<file path="src/sv/fssl_pkg.sv">
package fssl_pkg;

  // Wait counter width and saturation value
  localparam int unsigned CntW   = 20;
  localparam logic [CntW-1:0] CntMax = {CntW{1'b1}};

  // Configuration register widths
  localparam int unsigned InitW  = 16;
  localparam int unsigned DoneW  = 20;
  localparam int unsigned PulseW = 16;
  localparam int unsigned CfgIdxW  = 2;
  localparam int unsigned CfgDataW = 20;

  // Configuration reset values
  localparam logic [InitW-1:0]  InitWaitRst   = 16'd500;
  localparam logic [DoneW-1:0]  DoneWaitRst   = 20'd50000;
  localparam logic [PulseW-1:0] ResetPulseRst = 16'd10;

  typedef struct packed {
    logic       start_req;
    logic       init_b_pin;
    logic       done_pin;
    logic       byte_valid;
    logic [7:0] byte_data;
    logic       byte_last;
  } in_item_t;

  typedef struct packed {
    logic       prog_n;
    logic       cclk;
    logic       din;
    logic       tgt_rst_n;
    logic       byte_taken;
    logic [1:0] status;
    logic [2:0] warnings;
  } out_item_t;

  typedef struct packed {
    logic [InitW-1:0]  init_wait_ticks;
    logic [DoneW-1:0]  done_wait_ticks;
    logic [PulseW-1:0] reset_pulse_ticks;
  } cfg_t;

endpackage

</file>
<file path="src/sv/fssl_front.sv">
module fssl_front (
  input  logic              clk_i,
  input  logic              rst_ni,
  input  logic              in_valid_i,
  output logic              in_stall_o,
  input  fssl_pkg::in_item_t in_item_i,
  output logic              head_valid_o,
  output fssl_pkg::in_item_t head_item_o,
  input  logic              pop_i
);
  import fssl_pkg::*;

  // Two-entry queue between the input port and the sequencer
  in_item_t   mem_q [2];
  logic       wr_ptr_q, wr_ptr_d;
  logic       rd_ptr_q, rd_ptr_d;
  logic [1:0] count_q, count_d;
  logic       push, pop;

  assign in_stall_o   = (count_q == 2'd2);
  assign push         = in_valid_i && !in_stall_o;
  assign head_valid_o = (count_q != 2'd0);
  assign pop          = pop_i && head_valid_o;
  assign head_item_o  = mem_q[rd_ptr_q];

  always_comb begin
    wr_ptr_d = push ? ~wr_ptr_q : wr_ptr_q;
    rd_ptr_d = pop ? ~rd_ptr_q : rd_ptr_q;
    count_d  = count_q + {1'b0, push} - {1'b0, pop};
  end

  always_ff @(posedge clk_i or negedge rst_ni) begin
    if (!rst_ni) begin
      wr_ptr_q <= 1'b0;
      rd_ptr_q <= 1'b0;
      count_q  <= 2'd0;
    end else begin
      wr_ptr_q <= wr_ptr_d;
      rd_ptr_q <= rd_ptr_d;
      count_q  <= count_d;
    end
  end

  always_ff @(posedge clk_i) begin
    if (push) begin
      mem_q[wr_ptr_q] <= in_item_i;
    end
  end

`ifndef ASSERT_OFF
  a_no_overflow: assert property (@(posedge clk_i) disable iff (!rst_ni)
    count_q == 2'd2 && !pop |=> count_q == 2'd2)
    else $error("queue lost or gained an entry while full");
`endif

endmodule

</file>
<file path="src/sv/fssl_core.sv">
module fssl_core (
  input  logic               clk_i,
  input  logic               rst_ni,
  input  fssl_pkg::cfg_t     cfg_i,
  input  logic               head_valid_i,
  input  fssl_pkg::in_item_t head_item_i,
  output logic               pop_o,
  output logic               out_valid_o,
  input  logic               out_stall_i,
  output fssl_pkg::out_item_t out_item_o
);
  import fssl_pkg::*;

  localparam logic [2:0] PH_IDLE      = 3'd0;
  localparam logic [2:0] PH_PROG_LOW  = 3'd1;
  localparam logic [2:0] PH_PROG_HIGH = 3'd2;
  localparam logic [2:0] PH_LOAD      = 3'd3;
  localparam logic [2:0] PH_SHIFT     = 3'd4;
  localparam logic [2:0] PH_WAIT_DONE = 3'd5;
  localparam logic [2:0] PH_RESET     = 3'd6;

  localparam logic [1:0] ST_IDLE    = 2'd0;
  localparam logic [1:0] ST_BUSY    = 2'd1;
  localparam logic [1:0] ST_OK      = 2'd2;
  localparam logic [1:0] ST_TIMEOUT = 2'd3;

  logic [2:0]      phase_q, phase_d;
  logic [CntW-1:0] cnt_q, cnt_d;
  logic [7:0]      shift_q, shift_d;
  logic [2:0]      bit_idx_q, bit_idx_d;
  logic            clk_ph_q, clk_ph_d;
  logic            final_q, final_d;
  logic [2:0]      warn_q, warn_d;
  logic [1:0]      status_q, status_d;
  logic            taken;
  logic            out_valid_q;
  out_item_t       out_q, out_d;
  logic [CntW-1:0] cnt_inc;
  logic            tmo_init, tmo_done, tmo_pulse;

  function automatic logic timed_out(input logic [CntW-1:0] cnt,
                                     input logic [CntW-1:0] limit);
    return (cnt >= limit) || (cnt == CntMax);
  endfunction

  assign pop_o       = head_valid_i && (!out_valid_q || !out_stall_i);
  assign out_valid_o = out_valid_q;
  assign out_item_o  = out_q;

  assign cnt_inc   = (cnt_q == CntMax) ? cnt_q : cnt_q + CntW'(1);
  assign tmo_init  = timed_out(cnt_q, CntW'(cfg_i.init_wait_ticks));
  assign tmo_done  = timed_out(cnt_q, CntW'(cfg_i.done_wait_ticks));
  assign tmo_pulse = timed_out(cnt_q, CntW'(cfg_i.reset_pulse_ticks));

  always_comb begin
    phase_d   = phase_q;
    cnt_d     = cnt_q;
    shift_d   = shift_q;
    bit_idx_d = bit_idx_q;
    clk_ph_d  = clk_ph_q;
    final_d   = final_q;
    warn_d    = warn_q;
    status_d  = status_q;
    taken     = 1'b0;
    case (phase_q)
      PH_PROG_LOW: begin
        if (!head_item_i.init_b_pin || tmo_init) begin
          if (head_item_i.init_b_pin) warn_d[0] = 1'b1;
          if (!head_item_i.done_pin)  warn_d[1] = 1'b1;
          phase_d = PH_PROG_HIGH;
          cnt_d   = '0;
        end else begin
          cnt_d = cnt_inc;
        end
      end
      PH_PROG_HIGH: begin
        if (head_item_i.init_b_pin || tmo_init) begin
          if (!head_item_i.init_b_pin) warn_d[2] = 1'b1;
          phase_d = PH_LOAD;
          cnt_d   = '0;
        end else begin
          cnt_d = cnt_inc;
        end
      end
      PH_LOAD: begin
        if (head_item_i.byte_valid) begin
          taken     = 1'b1;
          shift_d   = head_item_i.byte_data;
          final_d   = head_item_i.byte_last;
          bit_idx_d = 3'd0;
          clk_ph_d  = 1'b0;
          phase_d   = PH_SHIFT;
        end
      end
      PH_SHIFT: begin
        if (!clk_ph_q) begin
          clk_ph_d = 1'b1;
        end else if (bit_idx_q == 3'd7) begin
          clk_ph_d  = 1'b0;
          bit_idx_d = 3'd0;
          cnt_d     = '0;
          phase_d   = final_q ? PH_WAIT_DONE : PH_LOAD;
        end else begin
          clk_ph_d  = 1'b0;
          bit_idx_d = bit_idx_q + 3'd1;
        end
      end
      PH_WAIT_DONE: begin
        if (!head_item_i.done_pin) begin
          phase_d = PH_RESET;
          cnt_d   = CntW'(1);
        end else if (tmo_done) begin
          status_d = ST_TIMEOUT;
          phase_d  = PH_IDLE;
        end else begin
          cnt_d = cnt_inc;
        end
      end
      PH_RESET: begin
        if (tmo_pulse) begin
          status_d = ST_OK;
          phase_d  = PH_IDLE;
        end else begin
          cnt_d = cnt_inc;
        end
      end
      default: begin
        phase_d = PH_IDLE;
        if (head_item_i.start_req) begin
          warn_d   = '0;
          status_d = ST_BUSY;
          cnt_d    = '0;
          final_d  = 1'b0;
          phase_d  = PH_PROG_LOW;
        end
      end
    endcase

    out_d.prog_n     = (phase_d != PH_PROG_LOW);
    out_d.cclk       = (phase_d == PH_SHIFT) && clk_ph_d;
    out_d.din        = (phase_d == PH_SHIFT) && shift_d[3'd7 - bit_idx_d];
    out_d.tgt_rst_n  = (phase_d != PH_RESET);
    out_d.byte_taken = taken;
    out_d.status     = status_d;
    out_d.warnings   = warn_d;
  end

  always_ff @(posedge clk_i or negedge rst_ni) begin
    if (!rst_ni) begin
      phase_q     <= PH_IDLE;
      cnt_q       <= '0;
      shift_q     <= '0;
      bit_idx_q   <= '0;
      clk_ph_q    <= 1'b0;
      final_q     <= 1'b0;
      warn_q      <= '0;
      status_q    <= ST_IDLE;
      out_valid_q <= 1'b0;
    end else begin
      if (pop_o) begin
        phase_q   <= phase_d;
        cnt_q     <= cnt_d;
        shift_q   <= shift_d;
        bit_idx_q <= bit_idx_d;
        clk_ph_q  <= clk_ph_d;
        final_q   <= final_d;
        warn_q    <= warn_d;
        status_q  <= status_d;
      end
      if (pop_o) begin
        out_valid_q <= 1'b1;
      end else if (!out_stall_i) begin
        out_valid_q <= 1'b0;
      end
    end
  end

  always_ff @(posedge clk_i) begin
    if (pop_o) begin
      out_q <= out_d;
    end
  end

`ifndef ASSERT_OFF
  a_busy_status: assert property (@(posedge clk_i) disable iff (!rst_ni)
    phase_q != PH_IDLE |-> status_q == ST_BUSY)
    else $error("status not busy during a sequence");
  a_bit_idx_shift: assert property (@(posedge clk_i) disable iff (!rst_ni)
    bit_idx_q != 3'd0 |-> phase_q == PH_SHIFT)
    else $error("bit index left nonzero outside shifting");
  a_clk_ph_shift: assert property (@(posedge clk_i) disable iff (!rst_ni)
    clk_ph_q |-> phase_q == PH_SHIFT)
    else $error("CCLK phase high outside shifting");
  a_take_starts_bit: assert property (@(posedge clk_i) disable iff (!rst_ni)
    pop_o && taken |=> phase_q == PH_SHIFT && !clk_ph_q && out_valid_q)
    else $error("taken byte did not start with CCLK low");
`endif

endmodule

</file>
<file path="src/sv/fpga_slave_serial_loader.sv">
// Slave-serial configuration sequencer, one input transfer per timing tick.
// Result path: an item passes through its queue entry, then the registered
// result, before the result transfer for it is offered.
// Throughput: one item per cycle while out_stall_i is low; one sequencer step per item.
// Reset: asynchronous active low; sequencer idle, queue empty, registers at
// their defaults (500, 50000, 10). No clearing pass.
module fpga_slave_serial_loader (
  input  logic                          clk_i,
  input  logic                          rst_ni,
  // input item channel
  input  logic                          in_valid_i,
  output logic                          in_stall_o,
  input  logic                          start_req_i,
  input  logic                          init_b_pin_i,
  input  logic                          done_pin_i,
  input  logic                          byte_valid_i,
  input  logic [7:0]                    byte_data_i,
  input  logic                          byte_last_i,
  // result channel
  output logic                          out_valid_o,
  input  logic                          out_stall_i,
  output logic                          prog_n_o,
  output logic                          cclk_o,
  output logic                          din_o,
  output logic                          tgt_rst_n_o,
  output logic                          byte_taken_o,
  output logic [1:0]                    status_o,
  output logic [2:0]                    warnings_o,
  // configuration write channel
  input  logic                          cfg_valid_i,
  output logic                          cfg_ready_o,
  input  logic [fssl_pkg::CfgIdxW-1:0]  cfg_index_i,
  input  logic [fssl_pkg::CfgDataW-1:0] cfg_data_i
);
  import fssl_pkg::*;

  localparam logic [CfgIdxW-1:0] CFG_INIT_WAIT   = 2'd0;
  localparam logic [CfgIdxW-1:0] CFG_DONE_WAIT   = 2'd1;
  localparam logic [CfgIdxW-1:0] CFG_RESET_PULSE = 2'd2;

  cfg_t      cfg_q, cfg_d;
  in_item_t  in_item;
  in_item_t  head_item;
  logic      head_valid;
  logic      pop;
  out_item_t out_item;
  logic      cfg_we;

  // Accept a register write every cycle; writes to an unused index drop.
  assign cfg_ready_o = 1'b1;
  assign cfg_we      = cfg_valid_i && cfg_ready_o;

  always_comb begin
    cfg_d = cfg_q;
    if (cfg_we) begin
      case (cfg_index_i)
        CFG_INIT_WAIT:   cfg_d.init_wait_ticks   = cfg_data_i[InitW-1:0];
        CFG_DONE_WAIT:   cfg_d.done_wait_ticks   = cfg_data_i[DoneW-1:0];
        CFG_RESET_PULSE: cfg_d.reset_pulse_ticks = cfg_data_i[PulseW-1:0];
        default: cfg_d = cfg_q;
      endcase
    end
  end

  always_ff @(posedge clk_i or negedge rst_ni) begin
    if (!rst_ni) begin
      cfg_q.init_wait_ticks   <= InitWaitRst;
      cfg_q.done_wait_ticks   <= DoneWaitRst;
      cfg_q.reset_pulse_ticks <= ResetPulseRst;
    end else begin
      cfg_q <= cfg_d;
    end
  end

  // Pack the pin samples and byte offer into one queued transfer.
  assign in_item.start_req  = start_req_i;
  assign in_item.init_b_pin = init_b_pin_i;
  assign in_item.done_pin   = done_pin_i;
  assign in_item.byte_valid = byte_valid_i;
  assign in_item.byte_data  = byte_data_i;
  assign in_item.byte_last  = byte_last_i;

  // Front: hold incoming ticks; the input side waits on the result side only once the queue is full.
  fssl_front u_front (
    .clk_i        (clk_i),
    .rst_ni       (rst_ni),
    .in_valid_i   (in_valid_i),
    .in_stall_o   (in_stall_o),
    .in_item_i    (in_item),
    .head_valid_o (head_valid),
    .head_item_o  (head_item),
    .pop_i        (pop)
  );

  // Back: advance the sequencer one tick per popped item, register its result.
  fssl_core u_core (
    .clk_i        (clk_i),
    .rst_ni       (rst_ni),
    .cfg_i        (cfg_q),
    .head_valid_i (head_valid),
    .head_item_i  (head_item),
    .pop_o        (pop),
    .out_valid_o  (out_valid_o),
    .out_stall_i  (out_stall_i),
    .out_item_o   (out_item)
  );

  assign prog_n_o     = out_item.prog_n;
  assign cclk_o       = out_item.cclk;
  assign din_o        = out_item.din;
  assign tgt_rst_n_o  = out_item.tgt_rst_n;
  assign byte_taken_o = out_item.byte_taken;
  assign status_o     = out_item.status;
  assign warnings_o   = out_item.warnings;

endmodule

</file>
<file path="config.mk">
export PLATFORM = sky130hd
export DESIGN_NAME = fpga_slave_serial_loader
export DESIGN_NICKNAME = d
export VERILOG_FILES = /design/src/sv/fssl_pkg.sv /design/src/sv/fssl_front.sv /design/src/sv/fssl_core.sv /design/src/sv/fpga_slave_serial_loader.sv
export SDC_FILE = /design/constraint.sdc
export NUM_CORES = 1
export LEC_CHECK = 0
export ABC_AREA = 1
export ABC_CLOCK_PERIOD_IN_PS = 3000
export BUFFER_PORTS_ARGS = -buffer_cell sky130_fd_sc_hd__buf_2
export CORE_MARGIN = 3
export CORE_UTILIZATION = 30
export CTS_CLUSTER_DIAMETER = 150
export DETAILED_ROUTE_END_ITERATION = 8
export PLACE_DENSITY = 0.55
export SLEW_MARGIN = 20
export SYNTH_ARGS = -nofsm -noshare
export SYNTH_HDL_FRONTEND = slang
export SYNTH_SLANG_ARGS = --single-unit
export TNS_END_PERCENT = 5
</file>
<file path="constraint.sdc">
create_clock -name clk_i -period 3 [get_ports clk_i]
set_input_delay 0.75 -clock clk_i [delete_from_list [all_inputs] [get_ports clk_i]]
set_output_delay 0.75 -clock clk_i [all_outputs]
set_load 0.03 [all_outputs]
</file>
## Word-level counts from Yosys, hierarchy flattened

Memory sizes are Yosys's and may differ from the RTL's.
Index checks and enable logic that the tools add are counted.
Widths: inputs -> output; s select.

- Memories: 1
- Input bits: 40
- Memory bits (writable): 26
- Register bits: 108

- Bitwise logic cells: 4
- Mux-type cells: 53
- Add/subtract/negate cells: 5
- Equal/unequal tests: 20
- Magnitude comparators: 4
- Reduce and logical (&&, ||, !) cells: 28

Memory list:

| memory | words | bits a word | rd ports | clocked after Yosys merged registers in | write ports | line | text |
|---|---|---|---|---|---|---|---|
| u_front.mem_q | 2 | 13 | 1 | 0 | 1 | fssl_front.sv:14 | `in_item_t mem_q [2];` |

Operator list:

| cell | count |
|---|---|
| $mux 20 | 9 |
| $pmux 20 s6 | 1 |
| $ge 20x16->1 | 2 |
| $mux 3 | 13 |
| $add 20x1->20 const B | 1 |
| $eq 20x20->1 const B | 1 |
| $ge 20x20->1 | 1 |
| $pmux 3 s6 | 1 |
| $mux 8 | 2 |
| $eq 3x3->1 const B | 5 |
| $mux 1 | 15 |
| $reduce_or 5->1 | 3 |
| $mux 2 | 5 |
| $reduce_and 7->1 | 1 |
| $eq 3x2->1 const B | 2 |
| $logic_or 1x1->1 | 6 |
| $ne 2x1->1 const B | 3 |
| $ne 3x3->1 const B | 2 |
| $pmux 1 s2 | 3 |
| $pmux 2 s3 | 1 |
| $pmux 3 s2 | 1 |
| $reduce_and 2->1 | 3 |
| $reduce_bool 6->1 | 1 |
| $logic_and 1x1->1 | 5 |
| other kinds (18) | 27 |

## Longest topological paths before layout

Gate-level depths: netlist (run 1).

- Word-level depth: 8
- Gate-level depth with buffers: 19
- Mapped depth without buffers: 18

## Modules after synthesis

From an unflattened synthesis (run 1), not the netlist that was laid out.

- Cells, all modules: 1001
- Area, all modules: 8171.6 µm²

By module, submodules not included:

| module | cells an instance | area each (µm²) | seq. area each (µm²) | times used |
|---|---|---|---|---|
| fssl_core | 666 | 4779.6 | 1351.3 | 1 |
| fpga_slave_serial_loader | 235 | 2215.9 | 1318.8 | 1 |
| fssl_front | 100 | 1176.1 | 880.8 | 1 |

## Worst setup path before layout (run 1)

Ideal clock, no wire load.

- Kind: input-to-reg
- From: input port out_stall_i
- To: register u_front.count_q[0]
- Buffers on the path: 1
- Required time: 2874 ps
- Setup time: 126 ps
- Slack: 703 ps
- Arrival time: 2171 ps
- Stages: 7
- Path through: nand2_1 o21ai_1 inv_1 clkbuf_1 ha_1 inv_1 ha_1

- Longest elaborated chain between the ends: 5

RTL lines:

| element | line | text |
|---|---|---|
| start: declaration | fpga_slave_serial_loader.sv:21 | `input logic out_stall_i,` |
| $logic_not 1->1 | fssl_core.sv:46 | `assign pop_o = head_valid_i && (!out_valid_q \|\| !out_stall_i);` |
| $logic_or 1x1->1 | fssl_core.sv:46 |  |
| $logic_and 1x1->1 | fssl_core.sv:46 |  |
| net pop | fpga_slave_serial_loader.sv:45 | `logic pop;` |
| $logic_and 1x1->1 | fssl_front.sv:23 | `assign pop = pop_i && head_valid_o;` |
| $sub 2x1->2 | fssl_front.sv:29 | `count_d = count_q + {1'b0, push} - {1'b0, pop};` |
| net u_front.count_d[0] | fssl_front.sv:17 | `logic [1:0] count_q, count_d;` |
| end signal: assignment | fssl_front.sv:40 | `count_q <= count_d;` |
| end: declaration | fssl_front.sv:17 |  |

The timed path passes the listed nets, and every way through them passes these cells.
A chain may end at the register's enable or synchronous reset.

## Worst setup path in the final report (run 1)

- From: register u_core.cnt_q[9]
- To: register u_core.cnt_q[4]

- Longest elaborated chain between the ends: 5

RTL lines:

| element | line | text |
|---|---|---|
| start: declaration | fssl_core.sv:28 | `logic [CntW-1:0] cnt_q, cnt_d;` |
| start signal: assignment | fssl_core.sv:162 | `cnt_q <= cnt_d;` |
| $ge 20x16->1 or $eq 20x20->1 (tied branches) | fssl_core.sv:43, fssl_core.sv:50 |  |
| $logic_or 1x1->1 or $mux 20 (tied branches) | fssl_core.sv:43, fssl_core.sv:50 |  |
| $logic_or 1x1->1 (tied with other cells) | fssl_core.sv:77 | `if (head_item_i.init_b_pin \|\| tmo_init) begin` |
| $mux 20, on equally long branches | fssl_core.sv:77, fssl_core.sv:67, fssl_core.sv:109 |  |
| $pmux 20 s6 | fssl_core.sv:65 | `case (phase_q)` |

Several ways; a longest one is shown, not always the timed one. The select of a mux whose other input is x is not followed.

==> metrics.txt, run 1 <==
Max H-tree Level=4; number of hold buffers added after cts=0; area of the core=24500 um2; net count of the finished layout=1066; Compound-Gate Fraction of Synth Area=0.113; Syn-to-layout area delta=16.4%; clock network power share=0.306; portion of total power attributed to sequential cells=0.369; DRC viols=0; largest family of logic cells by synthesized area=simple AND/OR/NAND/NOR gates; Power Dens Cells=791 nW/um2; unrepaired setup endpoints after global routing=no; sequential share of the synthesized area=0.469; CP Launch Type=flip-flop; Post-CTS Setup Repair Bufs=0; post-route clock period utilization=0.886; design area=8810 um2; FILL cells=2558; fraction of final layout cells with drive strength greater than 1=0.157; sequential standard cell area=3550 um2; initial antenna violation count=0; status=completed; total number of yosys warnings=0; post-cts repair resize count=0; HP Class=input port to asynchronous set/reset pin; post-synthesis async set-or-reset flop share=0.731; timing startpoint of the critical path=u_core.cnt_q[9]; number of max-cap violations=0; GR Util All Layers=0.136; die height=165 um; Max-slew headroom=0.651; drt initial violations=436; via/cell ratio=4.47; transition time at the pin with the least slew margin=0.519 ns; Vias=5836; flop and latch count out of synthesis=134; antenna viol nets, final=0; min cycle time layout=2.66 ns; number of enable flip-flop cells after synthesis=36; worst-case register-to-register setup slack=0.34 ns; count of standard-cell rows=57; number of non-filler instances in the completed layout=1306; die area=27200 um2; worst-skew pair later-pin latency=0.43 ns; internal power=4.24 mW; share of synthesized area spent on multiplexers=0.00132; final count of hold timing violations=0; launch point of the worst reg-to-reg path=u_core.cnt_q[9]; achievable frequency=376 MHz; critical path endpoint=u_core.cnt_q[4]; crit-path max FO=14; Data arrival, critical path=3.01 ns; share of the core filled with cells in the final layout=0.359; DP HPWL=12.6 mm; number of clock sinks=134; x dimension of the die=165 um; total power draw=6.96 mW; area used by multi-input combinational logic=3350 um2; WP data required=3.35 ns; largest net degree at the start of global routing=77; maximum count of clock buffers along a single path=2; start-to-end type of the worst setup path=flip-flop to flip-flop; xor/xnor share of the synthesized area=0.0185; buffer type at the clock tree root=sky130_fd_sc_hd__clkbuf_16; Worst Setup End Kind=flip-flop; placed cell count=1274; buffers added on ports=51; P_leak=4.41 nW; TritonCTS clock tree=done; placed cell area=8210 um2; Worst R2R Path Depth=12; global-route wire length before repair=29.3 mm; net switching fraction of the power=0.391; number of global-route vias before repair=5665; cell area after technology mapping=7570 um2; remaining global-route overflow=0; final setup violation count=0; number of nets in the synthesized netlist=1006; Clock transition at path regs=0.07 ns; final WL=17.2 mm; net switching component of the power=2.72 mW; Adder-Cell Fraction of Synth Area=0.0942; weighted congestion at the end of routability-driven global placement=0.883; Final Slew Violations=0; final total negative setup slack=0 ns; simple-gate portion of the synthesized area=0.214; CTS buffer count=17; mean post-synth cell area=8.32 um2; diodes inserted=0; dominant register cell in the synthesized netlist=sky130_fd_sc_hd__dfrtp_1; number of standard cells after synthesis=909; I/O pin total=53; endpoint of the most critical register-to-register path=u_core.cnt_q[4]; peak supply drop=0.323 mV; final routed wire length divided by cell count=13.2 um; Final Skew=0.0126 ns; number of search-and-repair iterations in the first detailed-routing pass=5; starting utilization of the core area=0.308; distinct cell type count after synthesis=47; combinational share of power=0.325
synth_stat cells (3+ instances only):
master | number | share of area
sky130_fd_sc_hd__nor2_4 | 3 | 0.0045
sky130_fd_sc_hd__clkbuf_1 | 16 | 0.0079
sky130_fd_sc_hd__xor2_1 | 11 | 0.013
sky130_fd_sc_hd__nor3_1 | 6 | 0.0040
sky130_fd_sc_hd__nand2_1 | 227 | 0.11
sky130_fd_sc_hd__a21oi_1 | 26 | 0.017
sky130_fd_sc_hd__o21ai_1 | 3 | 0.0020
sky130_fd_sc_hd__o21ai_0 | 100 | 0.066
sky130_fd_sc_hd__nor2_1 | 70 | 0.035
sky130_fd_sc_hd__xnor2_1 | 5 | 0.0058
sky130_fd_sc_hd__dfrtp_1 | 84 | 0.28
sky130_fd_sc_hd__o21ai_2 | 11 | 0.013
sky130_fd_sc_hd__edfxtp_1 | 36 | 0.14
sky130_fd_sc_hd__ha_1 | 57 | 0.094
sky130_fd_sc_hd__nand2_2 | 16 | 0.013
sky130_fd_sc_hd__o22ai_1 | 3 | 0.0025
sky130_fd_sc_hd__nor4_1 | 3 | 0.0025
sky130_fd_sc_hd__inv_1 | 140 | 0.069
sky130_fd_sc_hd__dfstp_2 | 14 | 0.049
sky130_fd_sc_hd__nand4_1 | 9 | 0.0074
sky130_fd_sc_hd__inv_2 | 3 | 0.0015
sky130_fd_sc_hd__nand3_1 | 31 | 0.021
sky130_fd_sc_hd__or2_2 | 4 | 0.0033
cell families (layout without fill, tap and decap cells):
| kind of cell | count (synthesis) | after routing |
|---|---|---|
| AO/OA/AOI/OAI | 155 | 155 |
| XOR/XNOR | 16 | 16 |
| adder cells (fa/ha/maj) | 57 | 57 |
| buffers and inverters | 166 | 239 |
| flip-flops | 134 | 134 |
| multiplexers | 1 | 1 |
| other | 1 | 1 |
| AND/OR/NAND/NOR | 379 | 379 |
per-stage QoR:
stage                     worst slack [ns]  hold slack [ns]
after floorplan                      0.703            0.443
after global placement               0.414            0.465
after detailed placement             0.326            0.474
after CTS                            0.323            0.214
after global routing                 0.107            0.228
final                                0.343            0.219
power by group through the flow:
stage                     Clock [mW]  Sequential, mW  Combinational [mW]
final                           2.13            2.57                2.26
after global routing            2.27            2.62                2.62
after CTS                       2.18            2.57                2.29
after detailed placement           0            2.59                2.29
after global placement             0            2.59                2.25
after floorplan                    0            2.68                1.62
sequential cells by signal (all words and copies together) (netlist names):
| register | flops |
|---|---|
| cfg_q | 52 |
| u_core.bit_idx_q | 3 |
| u_core.clk_ph_q | 1 |
| u_core.cnt_q | 20 |
| u_core.final_q | 1 |
| u_core.out_item_o | 10 |
| u_core.out_valid_o | 1 |
| u_core.phase_q | 3 |
| u_core.shift_q | 8 |
| u_core.status_q | 2 |
| u_core.warn_q | 3 |
| u_front.count_q | 2 |
| u_front.mem_q | 26 |
| u_front.rd_ptr_q | 1 |
| u_front.wr_ptr_q | 1 |
placed cells by master (no fill, tap or decap), types with 2 or more instances in the layout:
| cell | n |
|---|---|
| sky130_fd_sc_hd__nand2_1 | 227 |
| sky130_fd_sc_hd__inv_1 | 140 |
| sky130_fd_sc_hd__o21ai_0 | 100 |
| sky130_fd_sc_hd__dfrtp_1 | 84 |
| sky130_fd_sc_hd__nor2_1 | 70 |
| sky130_fd_sc_hd__ha_1 | 57 |
| sky130_fd_sc_hd__buf_2 | 50 |
| sky130_fd_sc_hd__edfxtp_1 | 36 |
| sky130_fd_sc_hd__nand3_1 | 31 |
| sky130_fd_sc_hd__a21oi_1 | 26 |
| sky130_fd_sc_hd__clkbuf_16 | 17 |
| sky130_fd_sc_hd__nand2_2 | 16 |
| sky130_fd_sc_hd__dfstp_2 | 14 |
| sky130_fd_sc_hd__o21ai_2 | 12 |
| sky130_fd_sc_hd__buf_4 | 12 |
| sky130_fd_sc_hd__xor2_1 | 11 |
| sky130_fd_sc_hd__nand4_1 | 9 |
| sky130_fd_sc_hd__nor3_1 | 6 |
| sky130_fd_sc_hd__inv_6 | 6 |
| sky130_fd_sc_hd__inv_8 | 6 |
| sky130_fd_sc_hd__xnor2_1 | 5 |
| sky130_fd_sc_hd__or2_2 | 4 |
| sky130_fd_sc_hd__nor2_4 | 3 |
| sky130_fd_sc_hd__inv_2 | 3 |
| sky130_fd_sc_hd__o22ai_1 | 3 |
| sky130_fd_sc_hd__nor4_1 | 3 |
| sky130_fd_sc_hd__nor2_2 | 2 |
| sky130_fd_sc_hd__o211ai_1 | 2 |
| sky130_fd_sc_hd__nor3b_1 | 2 |
| sky130_fd_sc_hd__a21o_1 | 2 |
| sky130_fd_sc_hd__a211oi_1 | 2 |
| sky130_fd_sc_hd__o21ai_1 | 2 |
| sky130_fd_sc_hd__o21bai_1 | 2 |
area by class of cell:
class	instances	area share
multi-input combinational	609	0.380
tap	324	0.0460
clock inverter	15	0.0197
timing repair buffer	63	0.0409
inverter	144	0.0619
clock buffer	17	0.0483
sequential	134	0.403
worst max-delay path, stage by stage (launching register included):
cell and delay [ns]:
sky130_fd_sc_hd__dfrtp_1 0.49, sky130_fd_sc_hd__ha_1 0.34, sky130_fd_sc_hd__a21oi_1 0.15, sky130_fd_sc_hd__nor2_1 0.05
sky130_fd_sc_hd__nor3_1 0.21, sky130_fd_sc_hd__nand2_1 0.11, sky130_fd_sc_hd__a21oi_2 0.20, sky130_fd_sc_hd__nand2_1 0.10
sky130_fd_sc_hd__nand2_1 0.08, sky130_fd_sc_hd__nand2_2 0.07, sky130_fd_sc_hd__nor2_4 0.34, sky130_fd_sc_hd__nand2_2 0.26
sky130_fd_sc_hd__o21ai_2 0.18
worst min-delay path by stage:
stage                            startpoint           endpoint  slack, ns  cells past startpoint
after detailed placement          cfg_q[19]          cfg_q[19]       0.47                      2
after floorplan            u_core.warn_q[1]   u_core.warn_q[1]       0.44                      2
after CTS                            rst_ni          cfg_q[21]       0.21                      1
after global placement    u_core.shift_q[6]  u_core.shift_q[6]       0.47                      2
final                                rst_ni           cfg_q[7]       0.22                      1
after global routing                 rst_ni           cfg_q[7]       0.23                      1
per-layer routing:
layer  vias to the layer above  wire length (um)  global-route usage
li1                       3051                 -                   -
met4                         0               176              0.0396
met3                        15               680              0.0298
met2                       102              7330               0.199
met1                      2668              9020               0.201
met5                         -                 0                   0
Note: power is estimated with default switching activity, not from simulation.
==> inputs of run 2 (changes only) <==
Settings changed: CORE_MARGIN 3 to not set, CTS_BUF_LIST set to sky130_fd_sc_hd__clkbuf_8.
==> metrics.txt, run 2 (synthesized netlist as in run 1, its figures left out) <==
status=completed; CTS buffer count=17; Worst Setup Slack, final=0.400 ns; design area=8620 um2; TritonCTS clock tree=done; FILL cells=2558; buffer type at the clock tree root=sky130_fd_sc_hd__clkbuf_8; worst-skew pair later-pin latency=0.46 ns; global-route wire length before repair=28.7 mm; transition time at the pin with the least slew margin=0.665 ns; GR Util All Layers=0.140; number of max-cap violations=0; buffers added on ports=51; post-route clock period utilization=0.867; most used cells in the layout excluding fill and tap cells=227 x sky130_fd_sc_hd__nand2_1, 140 x sky130_fd_sc_hd__inv_1, 100 x sky130_fd_sc_hd__o21ai_0; sequential standard cell area=3550 um2; I/O pin total=53; fraction of final layout cells with drive strength greater than 1=0.159; min cycle time layout=2.60 ns; number of hold buffers added after cts=0; final routed wire length divided by cell count=12.9 um; smallest hold slack=0.320 ns; initial antenna violation count=0; achievable frequency=385 MHz; post-cts repair resize count=0; placed cell count=1276; post-placement worst setup slack=0.415 ns; die area=25900 um2; final count of hold timing violations=0; area used by multi-input combinational logic=3350 um2; number of search-and-repair iterations in the first detailed-routing pass=5; unrepaired setup endpoints after global routing=no; CP Launch Type=flip-flop; DP HPWL=12.5 mm; Worst R2R Path Depth=11; final WL=16.9 mm; maximum count of clock buffers along a single path=2; largest registers=cfg_q: 52 flops, u_front.mem_q: 26 flops, u_core.cnt_q: 20 flops; remaining global-route overflow=0; Syn-to-layout area delta=13.9%; Data arrival, critical path=2.99 ns; Worst Setup End Kind=flip-flop; Clock transition at path regs=0.10 ns; drt initial violations=321; final setup violation count=0; peak supply drop=0.321 mV; Final Slew Violations=0; via/cell ratio=4.42; crit-path max FO=14; final total negative setup slack=0 ns; x dimension of the die=161 um; weighted congestion at the end of routability-driven global placement=0.889; number of non-filler instances in the completed layout=1308; share of the core filled with cells in the final layout=0.351; placed cell area=8230 um2; starting utilization of the core area=0.308; diodes inserted=0; largest net degree at the start of global routing=50; area of the core=24500 um2; Max-slew headroom=0.556; count of standard-cell rows=57; Vias=5780; Power Dens Cells=736 nW/um2; Max H-tree Level=4; net count of the finished layout=1068; antenna viol nets, final=0; Top reg by flops=cfg_q; most common cell after layout, fill and taps aside=sky130_fd_sc_hd__nand2_1; number of flip-flops under the largest register name=52; Final Skew=0.0166 ns; die height=161 um; WP data required=3.39 ns; start-to-end type of the worst setup path=flip-flop to flip-flop; DRC viols=0; P_leak=4.32 nW; number of clock sinks=134; HP Class=input port to asynchronous set/reset pin; total power draw=6.34 mW; Post-CTS Setup Repair Bufs=0; number of global-route vias before repair=5563
[run 2: area by class of cell]
type | count | area share
sequential | 134 | 0.412
multi-input combinational | 609 | 0.389
inverter | 144 | 0.0633
tap | 324 | 0.0470
timing repair buffer | 65 | 0.0436
clock buffer | 17 | 0.0271
clock inverter | 15 | 0.0184
[run 2: worst paths after layout]
check,from,to,slack [ns]
max in group asynchronous,rst_ni,cfg_q[1],1.92
hold reg to reg,cfg_q[13],cfg_q[13],0.49
hold / removal,rst_ni,cfg_q[21],0.32
setup reg to reg,u_core.cnt_q[13],u_core.cnt_q[18],0.40
setup / recovery,u_core.cnt_q[13],u_core.cnt_q[18],0.40
min in group clk_i,byte_valid_i,u_front.mem_q[0][9],0.48
[run 2: critical path, stage by stage, from the launching register on]
cell,delay (ns)
sky130_fd_sc_hd__dfrtp_1,0.58
sky130_fd_sc_hd__ha_1,0.33
sky130_fd_sc_hd__a21oi_1,0.16
sky130_fd_sc_hd__nor2_1,0.05
sky130_fd_sc_hd__nor2_1,0.08
sky130_fd_sc_hd__nand2_1,0.05
sky130_fd_sc_hd__a21oi_1,0.26
sky130_fd_sc_hd__and2_1,0.24
sky130_fd_sc_hd__nand2_1,0.10
sky130_fd_sc_hd__nand3b_2,0.27
sky130_fd_sc_hd__nand2_2,0.23
sky130_fd_sc_hd__o21ai_2,0.17
[run 2: where the power goes]
part	total (mW)	switching (mW)	internal (mW)
Clock	1.54	0.849	0.693
Sequential	2.56	0.208	2.35
Combinational	2.24	1.55	0.696
[run 2: metal layers]
layer	track usage	vias to the layer above	wire, um
li1	-	3048	-
met1	0.207	2613	8980
met2	0.208	102	7160
met3	0.0222	17	482
met4	0.0446	0	246
met5	0	-	0
